## config.mk

```make
export PLATFORM = sky130hd
export DESIGN_NAME = crc_generic_encode_check
export DESIGN_NICKNAME = d
export VERILOG_FILES = /design/src/hdl/crcgec_pkg.sv /design/src/hdl/crcgec_queue.sv /design/src/hdl/crcgec_front.sv /design/src/hdl/crcgec_back.sv /design/src/hdl/crc_generic_encode_check.sv
export SDC_FILE = /design/constraint.sdc
export NUM_CORES = 1
export LEC_CHECK = 0
export BUFFER_PORTS_ARGS = -buffer_cell sky130_fd_sc_hd__buf_2
export CORE_MARGIN = 8
export CORE_UTILIZATION = 41
export CTS_BUF_LIST = sky130_fd_sc_hd__clkbuf_4
export DETAILED_ROUTE_END_ITERATION = 8
export PLACE_DENSITY = 0.69
export SLEW_MARGIN = 10
export SYNTH_ARGS = -nofsm -noshare
export SYNTH_HDL_FRONTEND = slang
export SYNTH_HIERARCHICAL = 1
export SYNTH_SLANG_ARGS = --single-unit
```

## constraint.sdc

```tcl
create_clock -name clock -period 4.2 [get_ports clock]
set_input_delay 0.63 -clock clock [delete_from_list [all_inputs] [get_ports clock]]
set_output_delay 0.63 -clock clock [all_outputs]
set_load 0.05 [all_outputs]
```

## src/hdl/crcgec_pkg.sv

```systemverilog
package crcgec_pkg;

   localparam int MAX_DEGREE_DEFAULT = 32;
   localparam int QUEUE_DEPTH = 4;

   localparam int CSR_INDEX_W = 2;
   localparam int CSR_DATA_W  = 32;
   localparam int POLY_W      = 32;
   localparam int DEGREE_W    = 6;

   localparam logic [CSR_INDEX_W-1:0] CSR_GEN_POLY   = 2'd0;
   localparam logic [CSR_INDEX_W-1:0] CSR_GEN_DEGREE = 2'd1;
   localparam logic [CSR_INDEX_W-1:0] CSR_CHECK_MODE = 2'd2;

   localparam logic [POLY_W-1:0]   GEN_POLY_RESET   = 32'd7;
   localparam logic [DEGREE_W-1:0] GEN_DEGREE_RESET = 6'd3;

   // per-item control handed from the front to the back
   typedef struct packed {
      logic data_bit;
      logic frame_end;
      logic check;
      logic error;
   } crcgec_ctl_type;

   localparam int CTL_W = $bits(crcgec_ctl_type);

endpackage

```

## src/hdl/crcgec_queue.sv

```systemverilog
module crcgec_queue #(
   parameter int WIDTH = 8,
   parameter int DEPTH = 4
) (
   input  logic             clock,
   input  logic             reset,
   input  logic             push,
   input  logic [WIDTH-1:0] push_data,
   input  logic             pop,
   output logic [WIDTH-1:0] pop_data,
   output logic             full,
   output logic             not_empty
);
   localparam int PTR_W = (DEPTH > 1) ? $clog2(DEPTH) : 1;
   localparam int CNT_W = $clog2(DEPTH + 1);

   logic [WIDTH-1:0] entry_ff [DEPTH];
   logic [PTR_W-1:0] wr_ptr_ff, wr_ptr_in;
   logic [PTR_W-1:0] rd_ptr_ff, rd_ptr_in;
   logic [CNT_W-1:0] count_ff, count_in;

   always_comb begin
      wr_ptr_in = wr_ptr_ff;
      rd_ptr_in = rd_ptr_ff;
      count_in  = count_ff;
      if (push) begin
         wr_ptr_in = (wr_ptr_ff == PTR_W'(DEPTH - 1)) ? '0 : wr_ptr_ff + 1'b1;
      end
      if (pop) begin
         rd_ptr_in = (rd_ptr_ff == PTR_W'(DEPTH - 1)) ? '0 : rd_ptr_ff + 1'b1;
      end
      if (push && !pop) begin
         count_in = count_ff + 1'b1;
      end else if (pop && !push) begin
         count_in = count_ff - 1'b1;
      end
   end

   always_ff @(posedge clock) begin
      if (reset) begin
         wr_ptr_ff <= '0;
         rd_ptr_ff <= '0;
         count_ff  <= '0;
      end else begin
         wr_ptr_ff <= wr_ptr_in;
         rd_ptr_ff <= rd_ptr_in;
         count_ff  <= count_in;
      end
   end

   always_ff @(posedge clock) begin
      if (push) begin
         entry_ff[wr_ptr_ff] <= push_data;
      end
   end

   assign pop_data  = entry_ff[rd_ptr_ff];
   assign full      = (count_ff == CNT_W'(DEPTH));
   assign not_empty = (count_ff != '0);

endmodule

```

## src/hdl/crcgec_front.sv

```systemverilog
module crcgec_front #(
   parameter int MAX_DEGREE = crcgec_pkg::MAX_DEGREE_DEFAULT,
   parameter int IDX_W      = 5
) (
   input  logic                              clock,
   input  logic                              reset,
   input  logic                              csr_valid,
   output logic                              csr_ready,
   input  logic [crcgec_pkg::CSR_INDEX_W-1:0] csr_index,
   input  logic [crcgec_pkg::CSR_DATA_W-1:0]  csr_wdata,
   input  logic                              req_tvalid,
   output logic                              req_tready,
   input  logic                              data_bit,
   input  logic                              frame_end,
   input  logic                              q_full,
   output logic                              q_push,
   output crcgec_pkg::crcgec_ctl_type        q_ctl,
   output logic [MAX_DEGREE-1:0]             q_snap,
   output logic [IDX_W-1:0]                  q_dm1
);
   import crcgec_pkg::*;

   localparam int PW = (MAX_DEGREE < POLY_W) ? MAX_DEGREE : POLY_W;

   logic [POLY_W-1:0]     gen_poly_ff;
   logic [DEGREE_W-1:0]   gen_degree_ff;
   logic                  check_mode_ff;
   logic [MAX_DEGREE-1:0] rem_ff, rem_in;

   logic [IDX_W-1:0]      dm1;
   logic [MAX_DEGREE-1:0] mask;
   logic [MAX_DEGREE-1:0] poly;
   logic [MAX_DEGREE-1:0] shifted;
   logic [MAX_DEGREE-1:0] rem_next;
   logic                  top;
   logic                  fb;
   logic                  accept;

   assign csr_ready = 1'b1;

   always_ff @(posedge clock) begin
      if (reset) begin
         gen_poly_ff   <= GEN_POLY_RESET;
         gen_degree_ff <= GEN_DEGREE_RESET;
         check_mode_ff <= 1'b0;
      end else if (csr_valid) begin
         case (csr_index)
            CSR_GEN_POLY:   gen_poly_ff   <= csr_wdata;
            CSR_GEN_DEGREE: gen_degree_ff <= csr_wdata[DEGREE_W-1:0];
            CSR_CHECK_MODE: check_mode_ff <= csr_wdata[0];
            default: ;
         endcase
      end
   end

   // effective degree minus one, clamped to 1..MAX_DEGREE
   always_comb begin
      if (gen_degree_ff == '0) begin
         dm1 = '0;
      end else if ({1'b0, gen_degree_ff} > (DEGREE_W+1)'(MAX_DEGREE)) begin
         dm1 = IDX_W'(MAX_DEGREE - 1);
      end else begin
         dm1 = IDX_W'(gen_degree_ff - 1'b1);
      end
   end

   always_comb begin
      for (int i = 0; i < MAX_DEGREE; i++) begin
         mask[i] = (dm1 >= IDX_W'(i));
      end
   end

   assign poly    = MAX_DEGREE'(gen_poly_ff[PW-1:0]) & mask;
   assign top     = rem_ff[dm1];
   assign fb      = data_bit ^ top;
   assign shifted = rem_ff << 1;

   always_comb begin
      if (check_mode_ff) begin
         rem_next = (shifted | MAX_DEGREE'(data_bit)) & mask;
         if (top) begin
            rem_next = rem_next ^ poly;
         end
      end else begin
         rem_next = shifted & mask;
         if (fb) begin
            rem_next = rem_next ^ poly;
         end
      end
   end

   assign req_tready = !q_full;
   assign accept     = req_tvalid && req_tready;
   assign rem_in     = frame_end ? '0 : rem_next;

   always_ff @(posedge clock) begin
      if (reset) begin
         rem_ff <= '0;
      end else if (accept) begin
         rem_ff <= rem_in;
      end
   end

   // mid-frame check bits give no result
   assign q_push          = accept && (!check_mode_ff || frame_end);
   assign q_ctl.data_bit  = data_bit;
   assign q_ctl.frame_end = frame_end;
   assign q_ctl.check     = check_mode_ff;
   assign q_ctl.error     = (rem_next != '0);
   assign q_snap          = rem_next;
   assign q_dm1           = dm1;

endmodule

```

## src/hdl/crcgec_back.sv

```systemverilog
module crcgec_back #(
   parameter int MAX_DEGREE = crcgec_pkg::MAX_DEGREE_DEFAULT,
   parameter int IDX_W      = 5
) (
   input  logic                       clock,
   input  logic                       reset,
   input  logic                       q_not_empty,
   output logic                       q_pop,
   input  crcgec_pkg::crcgec_ctl_type q_ctl,
   input  logic [MAX_DEGREE-1:0]      q_snap,
   input  logic [IDX_W-1:0]           q_dm1,
   output logic                       rsp_tvalid,
   input  logic                       rsp_tready,
   output logic                       out_bit,
   output logic                       is_remainder,
   output logic                       out_last,
   output logic                       error_flag
);
   import crcgec_pkg::*;

   logic                  valid_ff, valid_in;
   logic                  bit_ff, bit_in;
   logic                  rem_flag_ff, rem_flag_in;
   logic                  last_ff, last_in;
   logic                  err_ff, err_in;
   logic                  tail_ff, tail_in;
   logic [MAX_DEGREE-1:0] snap_ff, snap_in;
   logic [IDX_W-1:0]      cnt_ff, cnt_in;
   logic                  advance;

   assign advance = !valid_ff || rsp_tready;

   always_comb begin
      valid_in    = valid_ff;
      bit_in      = bit_ff;
      rem_flag_in = rem_flag_ff;
      last_in     = last_ff;
      err_in      = err_ff;
      tail_in     = tail_ff;
      snap_in     = snap_ff;
      cnt_in      = cnt_ff;
      q_pop       = 1'b0;
      if (advance) begin
         if (tail_ff) begin
            // remainder bits, MSB first
            valid_in    = 1'b1;
            bit_in      = snap_ff[cnt_ff];
            rem_flag_in = 1'b1;
            last_in     = (cnt_ff == '0);
            err_in      = 1'b0;
            if (cnt_ff == '0) begin
               tail_in = 1'b0;
            end else begin
               cnt_in = cnt_ff - 1'b1;
            end
         end else if (q_not_empty) begin
            q_pop       = 1'b1;
            valid_in    = 1'b1;
            rem_flag_in = 1'b0;
            if (q_ctl.check) begin
               bit_in  = 1'b0;
               last_in = 1'b1;
               err_in  = q_ctl.error;
            end else begin
               bit_in  = q_ctl.data_bit;
               last_in = 1'b0;
               err_in  = 1'b0;
               if (q_ctl.frame_end) begin
                  tail_in = 1'b1;
                  snap_in = q_snap;
                  cnt_in  = q_dm1;
               end
            end
         end else begin
            valid_in = 1'b0;
         end
      end
   end

   always_ff @(posedge clock) begin
      if (reset) begin
         valid_ff <= 1'b0;
         tail_ff  <= 1'b0;
         cnt_ff   <= '0;
      end else begin
         valid_ff <= valid_in;
         tail_ff  <= tail_in;
         cnt_ff   <= cnt_in;
      end
   end

   always_ff @(posedge clock) begin
      bit_ff      <= bit_in;
      rem_flag_ff <= rem_flag_in;
      last_ff     <= last_in;
      err_ff      <= err_in;
      snap_ff     <= snap_in;
   end

   assign rsp_tvalid   = valid_ff;
   assign out_bit      = bit_ff;
   assign is_remainder = rem_flag_ff;
   assign out_last     = last_ff;
   assign error_flag   = err_ff;

endmodule

```

## src/hdl/crc_generic_encode_check.sv

```systemverilog
// Channel   Dir  Handshake                Payload
// req       in   req_tvalid/req_tready    tdata[0] data_bit, tlast frame_end
// rsp       out  rsp_tvalid/rsp_tready    tdata[0] out_bit, tdata[1] error_flag,
//                                          tuser is_remainder, tlast out_last
// csr       in   csr_valid/csr_ready      csr_index, csr_wdata
//
// One bit per cycle in and out while the queue has room and rsp_tready is high; the
// running remainder updates in the cycle a bit is accepted and the result leaves
// through a registered output stage. An encode frame end adds d remainder bits
// on the output, during which a 4-entry queue keeps taking input bits before
// req_tready drops. Synchronous active-high reset clears the remainder and loads
// generator 7, degree 3, encode mode. csr_ready is held high, so csr writes never stall.
module crc_generic_encode_check #(
   parameter int MAX_DEGREE = crcgec_pkg::MAX_DEGREE_DEFAULT
) (
   input  logic                               clock,
   input  logic                               reset,
   input  logic                               req_tvalid,
   output logic                               req_tready,
   input  logic [7:0]                         req_tdata,  // [0] data_bit
   input  logic                               req_tlast,
   output logic                               rsp_tvalid,
   input  logic                               rsp_tready,
   output logic [7:0]                         rsp_tdata,  // [0] out_bit, [1] error_flag
   output logic                               rsp_tuser,  // [0] is_remainder
   output logic                               rsp_tlast,
   input  logic                               csr_valid,
   output logic                               csr_ready,
   input  logic [crcgec_pkg::CSR_INDEX_W-1:0] csr_index,
   input  logic [crcgec_pkg::CSR_DATA_W-1:0]  csr_wdata
);
   import crcgec_pkg::*;

   localparam int IDX_W   = (MAX_DEGREE > 1) ? $clog2(MAX_DEGREE) : 1;
   localparam int ENTRY_W = MAX_DEGREE + IDX_W + CTL_W;

   logic                  q_push, q_pop, q_full, q_not_empty;
   crcgec_ctl_type        push_ctl, pop_ctl;
   logic [MAX_DEGREE-1:0] push_snap, pop_snap;
   logic [IDX_W-1:0]      push_dm1, pop_dm1;
   logic [ENTRY_W-1:0]    push_data, pop_data;
   logic                  out_bit, error_flag;

   crcgec_front #(
      .MAX_DEGREE (MAX_DEGREE),
      .IDX_W      (IDX_W)
   ) u_front (
      .clock      (clock),
      .reset      (reset),
      .csr_valid  (csr_valid),
      .csr_ready  (csr_ready),
      .csr_index  (csr_index),
      .csr_wdata  (csr_wdata),
      .req_tvalid (req_tvalid),
      .req_tready (req_tready),
      .data_bit   (req_tdata[0]),
      .frame_end  (req_tlast),
      .q_full     (q_full),
      .q_push     (q_push),
      .q_ctl      (push_ctl),
      .q_snap     (push_snap),
      .q_dm1      (push_dm1)
   );

   assign push_data = {push_snap, push_dm1, push_ctl};

   crcgec_queue #(
      .WIDTH (ENTRY_W),
      .DEPTH (QUEUE_DEPTH)
   ) u_queue (
      .clock     (clock),
      .reset     (reset),
      .push      (q_push),
      .push_data (push_data),
      .pop       (q_pop),
      .pop_data  (pop_data),
      .full      (q_full),
      .not_empty (q_not_empty)
   );

   assign pop_ctl  = crcgec_ctl_type'(pop_data[CTL_W-1:0]);
   assign pop_dm1  = pop_data[CTL_W +: IDX_W];
   assign pop_snap = pop_data[CTL_W+IDX_W +: MAX_DEGREE];

   crcgec_back #(
      .MAX_DEGREE (MAX_DEGREE),
      .IDX_W      (IDX_W)
   ) u_back (
      .clock        (clock),
      .reset        (reset),
      .q_not_empty  (q_not_empty),
      .q_pop        (q_pop),
      .q_ctl        (pop_ctl),
      .q_snap       (pop_snap),
      .q_dm1        (pop_dm1),
      .rsp_tvalid   (rsp_tvalid),
      .rsp_tready   (rsp_tready),
      .out_bit      (out_bit),
      .is_remainder (rsp_tuser),
      .out_last     (rsp_tlast),
      .error_flag   (error_flag)
   );

   assign rsp_tdata = {6'b0, error_flag, out_bit};

   // an error can only be reported on the single check-mode result
   a_err_is_check_result: assert property (@(posedge clock) disable iff (reset)
      rsp_tvalid && error_flag |-> rsp_tlast && !rsp_tuser && !out_bit)
      else $error("error flag on a result that is not a check result");

   // remainder bits leave back to back until the last one
   a_remainder_run: assert property (@(posedge clock) disable iff (reset)
      rsp_tvalid && rsp_tready && rsp_tuser && !rsp_tlast |=> rsp_tvalid && rsp_tuser)
      else $error("remainder run broken before its last bit");

   // no queue read while the output is stalled
   a_pop_needs_room: assert property (@(posedge clock) disable iff (reset)
      q_pop |-> q_not_empty && (!rsp_tvalid || rsp_tready))
      else $error("queue read without data or output room");

endmodule

```

=== Word level (Yosys, flattened, before mapping) ===
Memories as Yosys holds them, arrays and structs flattened. A register that Yosys moved wholly into a read port is not among the register bits.
Index checks and enable logic that the tools add are counted.

* Memories kept: 1
* Word-level logic and storage cells: 139
* Output and inout port bits: 13
* Flip-flop bits (word level): 121
* Input bits: 48
* RAM bits: 164

* Muxes and demuxes: 41
* Bitwise gates (word level): 9
* Magnitude comparators: 35
* $add $sub $neg: 6
* Equality and inequality tests: 7
* Reduce and logical (&&, ||, !) cells: 25

{| class="wikitable"
|+ Memory list
! memory !! words !! width !! rd ports !! clocked after memory_dff !! wr ports !! RTL line !! text
|-
| u_queue.entry_ff || 4 || 41 || 1 || 1 || 1 || crcgec_queue.sv:17 || <nowiki>logic [WIDTH-1:0] entry_ff [DEPTH];</nowiki>
|}

{| class="wikitable"
|+ Operators by type and width
! operator !! count
|-
| two-way mux 32 bit || 4
|-
| bitwise AND 32 bit || 3
|-
| >= comparator 5 bit, second input constant || 16
|-
| bitwise XOR 32 bit || 2
|-
| >= comparator 5 x 4 -> 1 bit, second input constant || 8
|-
| two-way mux 5 bit || 7
|-
| OR 32 x 1 -> 32 bit || 1
|-
| nonzero test 32 bit || 1
|-
| two-way mux 1 bit || 22
|-
| >= comparator 5 x 3 -> 1 bit, second input constant || 4
|-
| < comparator 5 x 6 -> 1 bit, second input constant || 2
|-
| binary-select mux 1 bit (select 5 bit) || 2
|-
| >= comparator 5 x 1 -> 1 bit, second input constant || 2
|-
| >= comparator 5 x 2 -> 1 bit, second input constant || 2
|-
| AND reduction 5 bit || 2
|-
| subtractor 5 x 1 -> 5 bit, second input constant || 2
|-
| two-way mux 2 bit || 4
|-
| AND reduction 2 bit || 4
|-
| equality test 2 bit, second input constant || 3
|-
| > comparator 6 bit, second input constant || 1
|-
| logical NOT 6 bit || 1
|-
| two-way mux 3 bit || 2
|-
| nonzero test 2 bit || 3
|-
| logical NOT 1 bit || 5
|-
| other kinds (14) || 20
|}

=== Depth between registers and ports, before layout ===
* Word-level depth: 9
* Depth in mapped cells: 18
* Mapped depth without buffers: 15

=== By module ===
Netlist, hierarchy kept.

{| class="wikitable"
|+ Modules (own cells, without submodules)
! module !! area each (um2) !! sequential area each (um2) !! times used !! cells an instance
|-
| crcgec_queue || 6408.6 || 5104.9 || 1 || 259
|-
| crcgec_front || 4394.2 || 1421.4 || 1 || 587
|-
| crcgec_back || 1831.8 || 1221.2 || 1 || 131
|-
| crc_generic_encode_check || 63.8 || 0.0 || 1 || 9
|}

=== Worst setup path after synthesis ===
No wires, ideal clock.

* Kind: reg2reg
* Start: register u_front.gen_degree_ff[0]
* End: memory u_queue/entry_ff[0][0] (netlist name) (data pin)
* Data arrival time: 3.994 ns
* Cell stages (with the launch flop): 18
* Period minus slack after synthesis: 4.287 ns
* Setup time: 0.293 ns
* Buffers on the path: 3
* Path slack: -0.087 ns
* Data required time: 3.907 ns
* Path through: dfxtp_1 -> clkinv_1 -> ha_1 -> buf_2 -> clkbuf_1 -> nor2_1 -> a31oi_1 -> nor2_1 -> o41ai_1 -> nand4_2 -> a2bb2oi_2 -> xnor2_2 -> buf_6 -> a21oi_1 -> a31o_1 -> or4_1 -> nor4b_2 -> nand4_1

{| class="wikitable"
|+ RTL lines
! element !! RTL line !! text
|-
| from (decl) || crcgec_front.sv:26 || <nowiki>logic [DEGREE_W-1:0] gen_degree_ff;</nowiki>
|-
| from (signal assigned) || crcgec_front.sv:49 || <nowiki>CSR_GEN_DEGREE: gen_degree_ff <= csr_wdata[DEGREE_W-1:0];</nowiki>
|-
| to (decl) || crcgec_queue.sv:17 ||
|}

==> impl_metrics.ini <==
[clock_tree]
cts_tree = yes
clk_pin_slew_ps = 70
cts_hold_buf = 0
cts_buffers = 71
clockBufferDepth = 3
cts_sinks = 287
clk_latency_ps = 690
htreeDepth = 3
root_buffer = clkbuf_4

[critical_path]
crit_path_start_kind = register
path_cells = inv_4 -> ha_4 -> or4b_4 -> buf_6 -> or4_1 -> a41o_1 -> nand4_4 -> a2bb2oi_4 -> buf_6 -> xnor2_4 -> buf_6 -> a21oi_2 -> a31o_2 -> or4_4 -> nor4_4 -> buf_4 -> nand4_1
slowest_stage = or4b_4
cp_num_buf_inv = 5
critical_path.top_delay_family = simple AND/OR/NAND/NOR gates
critical_path_class = register to register
worstPathMaxFanout = 8
cpPeakStageDelay_ps = 540
crit_top_cell = buf_6
cp-end-kind = register
cp.required_ps = 4570
critPathArrivalTime_ps = 4790

[power_and_ir_drop]
power_density_nw_per_um2 = 535
leakage_nw = 5.63
p_seq_share_pct = 44.3
p_comb_share_pct = 25.9
swShare_pct = 29.9
p_int_mw = 5.77
peakVddDrop_mv = 0.317
power_switching_mw = 2.46
power_frac_clock_pct = 29.8

[die]
rows = 64
io_pins = 61
dieArea_um2 = 36900
die_width_um = 192
initial_core_util_pct = 41.6
core_um2 = 30500
die_y_um = 192

[cells_and_area]
final_area_um2 = 15400
fin_cells = 1636
syn_to_final_growth_pct = 21.1
drive_gt1_share_pct = 32.7
fin_nets = 1243

[global_route]
grt_overflow_total = 0
grt_pass1_vias = 9172
antenna_found_initial = 1
grt_pass1_wl_mm = 50.6
grt_max_degree = 50
grt_use_total_pct = 17.8

[sta]
hold_viol = 0
min_period_ps = 4420
setup_violations = 4
slew_violations = 0
fin_crit_sh_pct = 105
setup_ws_ps = -222
fin_skew_ps = 60.7
worstMarginPinSlew_ps = 1210
fmax_mhz = 226
setup_tns_ps = -885
rsz0062_at_grt = true
slew_headroom_pct = 19.4

[placed_design]
numPortBuffers = 46
placed_cells = 1487
place_hpwl_mm = 22.6
placed_area_um2 = 14000
place_congestion = 0.957
dpl_worst_slack_ps = -570

[logic_synthesis]
async_flop_share_pct = 0
synth-edff-count = 200
yosys_warnings = 6
ys_types = 85
ys_ff_latch = 287
syn_area_um2 = 12700
synth_cells = 986
ys_seq_area_share_pct = 61.0
syn_avg_cell_area_um2 = 12.9
ys.flop_type = edfxtp_1

[drt]
dr.first_iter.drc_count = 567
dr.pass1.iters = 4
drc = 0
avgViaCountPerCell = 5.42
wl_per_cell_um = 20.0
routed_wl_mm = 32.7
vias = 8872
drtAntennaViolNets = 0

[outcome]
violations = setup timing
status = complete, but fails checks

[run]
timing.max_cap.violations = 0

[min_path]
min_path_type = primary input to register
synth_stat cells (3+ instances only):
library cell  count  area [um^2]
clkbuf_1         27          101
nor3_1           15         75.1
nand2b_1          7         43.8
a22oi_1          37          278
a211oi_1         14          105
inv_1            20         75.1
a311oi_1          3         26.3
nor3b_1           7         52.6
dfxtp_1          87         1740
nor4_1            6         37.5
xnor2_1           4         35.0
edfxtp_1        200         6010
nand3_1           8         40.0
nor2b_1           8         50.1
nor2_1           77          289
and2_1            5         31.3
buf_12            4         80.1
o31ai_1           3         22.5
o21ai_0          17         85.1
nand3b_1          7         52.6
maj3_1            3         30.0
a31o_1            3         26.3
a31o_2            5         43.8
buf_2            16         80.1
a31oi_1           6         37.5
mux2i_1          30          300
buf_6             6         67.6
mux4_2           40          901
o21ai_1           4         20.0
nand2_1         128          480
or3_1             5         31.3
a21oi_1          57          285
ha_1              9          113
o22ai_1           5         31.3
a21o_1           12         90.1
xor2_1           10         87.6
and3_1            5         31.3
buf_4            13         97.6
or4_1            10         75.1
nor4b_1           3         26.3
nand4b_1          6         52.6
worst paths after layout:
path / startpoint / end / slack, ps / cells past startpoint
min reg2reg: u_front/gen_poly_ff[26] / u_front/gen_poly_ff[26] / 460 / 2
max reg2reg: u_front/gen_degree_ff[0] / u_queue/entry_ff[1][0] / -220 / 17
max: u_front/gen_degree_ff[0] / u_queue/entry_ff[1][0] / -220 / 17
min: csr_wdata[25] / u_front/gen_poly_ff[25] / 200 / 3
final cells by class:
cell class / instances / area [um^2]
Antenna cell: 1 / 2.50
Clock buffer: 106 / 796
Clock inverter: 21 / 183
Fill cell: 2672 / 15100
Inverter: 23 / 93.8
Multi-Input combinational cell: 616 / 4700
Sequential cell: 287 / 7750
Tap cell: 396 / 495
Timing Repair Buffer: 186 / 1360
stage by stage:
step / power (mW) / hold slack (ps) / util (%)
CTS: 8.31 / 145 / 50.2
detailed placement: 5.70 / 452 / 45.9
finish: 8.23 / 198 / 50.4
global placement: 5.65 / 450 / 45.9
floorplan: 5.21 / 437 / -
global route: 8.64 / 163 / 50.4
power groups by stage:
stage	Sequential, mW	Combinational, mW	Clock, mW
floorplan	3.67	1.54	0
global placement	3.69	1.96	0
detailed placement	3.71	1.99	0
CTS	3.65	2.13	2.52
global route	3.68	2.30	2.66
finish	3.65	2.13	2.45
logic make-up after synthesis:
kind of cell | Yosys count | synth area share, %
simple gates | 312 | 12.0
flops | 287 | 61.0
xor+xnor | 15 | 1.09
buf+inv | 90 | 4.07
compound gates | 194 | 10.7
other cells | 2 | 0.0591
mux | 72 | 9.75
fa+ha+maj | 14 | 1.37
sequential cells by signal (all words and copies together) (netlist names), 2 cells and up, named ones only:
name                   flops
u_queue/entry_ff         164
u_back/cnt_ff              5
u_front/rem_ff            32
u_queue/wr_ptr_ff          2
u_queue/count_ff           3
u_queue/rd_ptr_ff          2
u_front/gen_poly_ff       32
u_front/gen_degree_ff      6
u_back/snap_ff            32
layer usage:
metal  GRT usage (%)  share of wire [%]
met2            29.3                 48
met3            3.59                4.9
met5               0                  0
met4            8.99                3.9
met1            22.2                 43
worst min-delay path: stages:
cell	delay (ps)
buf_2	100
nand2_1	40
a21oi_1	50
what timing repair did:
action                                  in CTS  in global routing
resized for setup                           43                  7
gates cloned                                 2                  0
endpoints found under the setup margin      23                  4
buffers inserted                            14                  5
pin swaps                                   16                 14
cell usage in the layout (no fill, tap or decap), types with 6 or more instances in the layout:
cell      instances
clkinv_1         13
a21o_1           12
nand3_1           8
xor2_1           10
nor2b_1           8
buf_6            10
inv_1            19
clkbuf_4        106
buf_2            46
a211oi_1         13
nor3_1           15
nand4b_1          6
nand2_1         125
ha_1              7
mux4_2           40
edfxtp_1        200
a22oi_1          37
buf_4           127
nand3b_1          7
o21ai_0          17
nand2b_1          7
dfxtp_1          83
mux2i_1          30
or4_1             6
nor3b_1           6
nor2_1           75
a21oi_1          55
conb_1            7
Power figures use the tool's default switching activity.
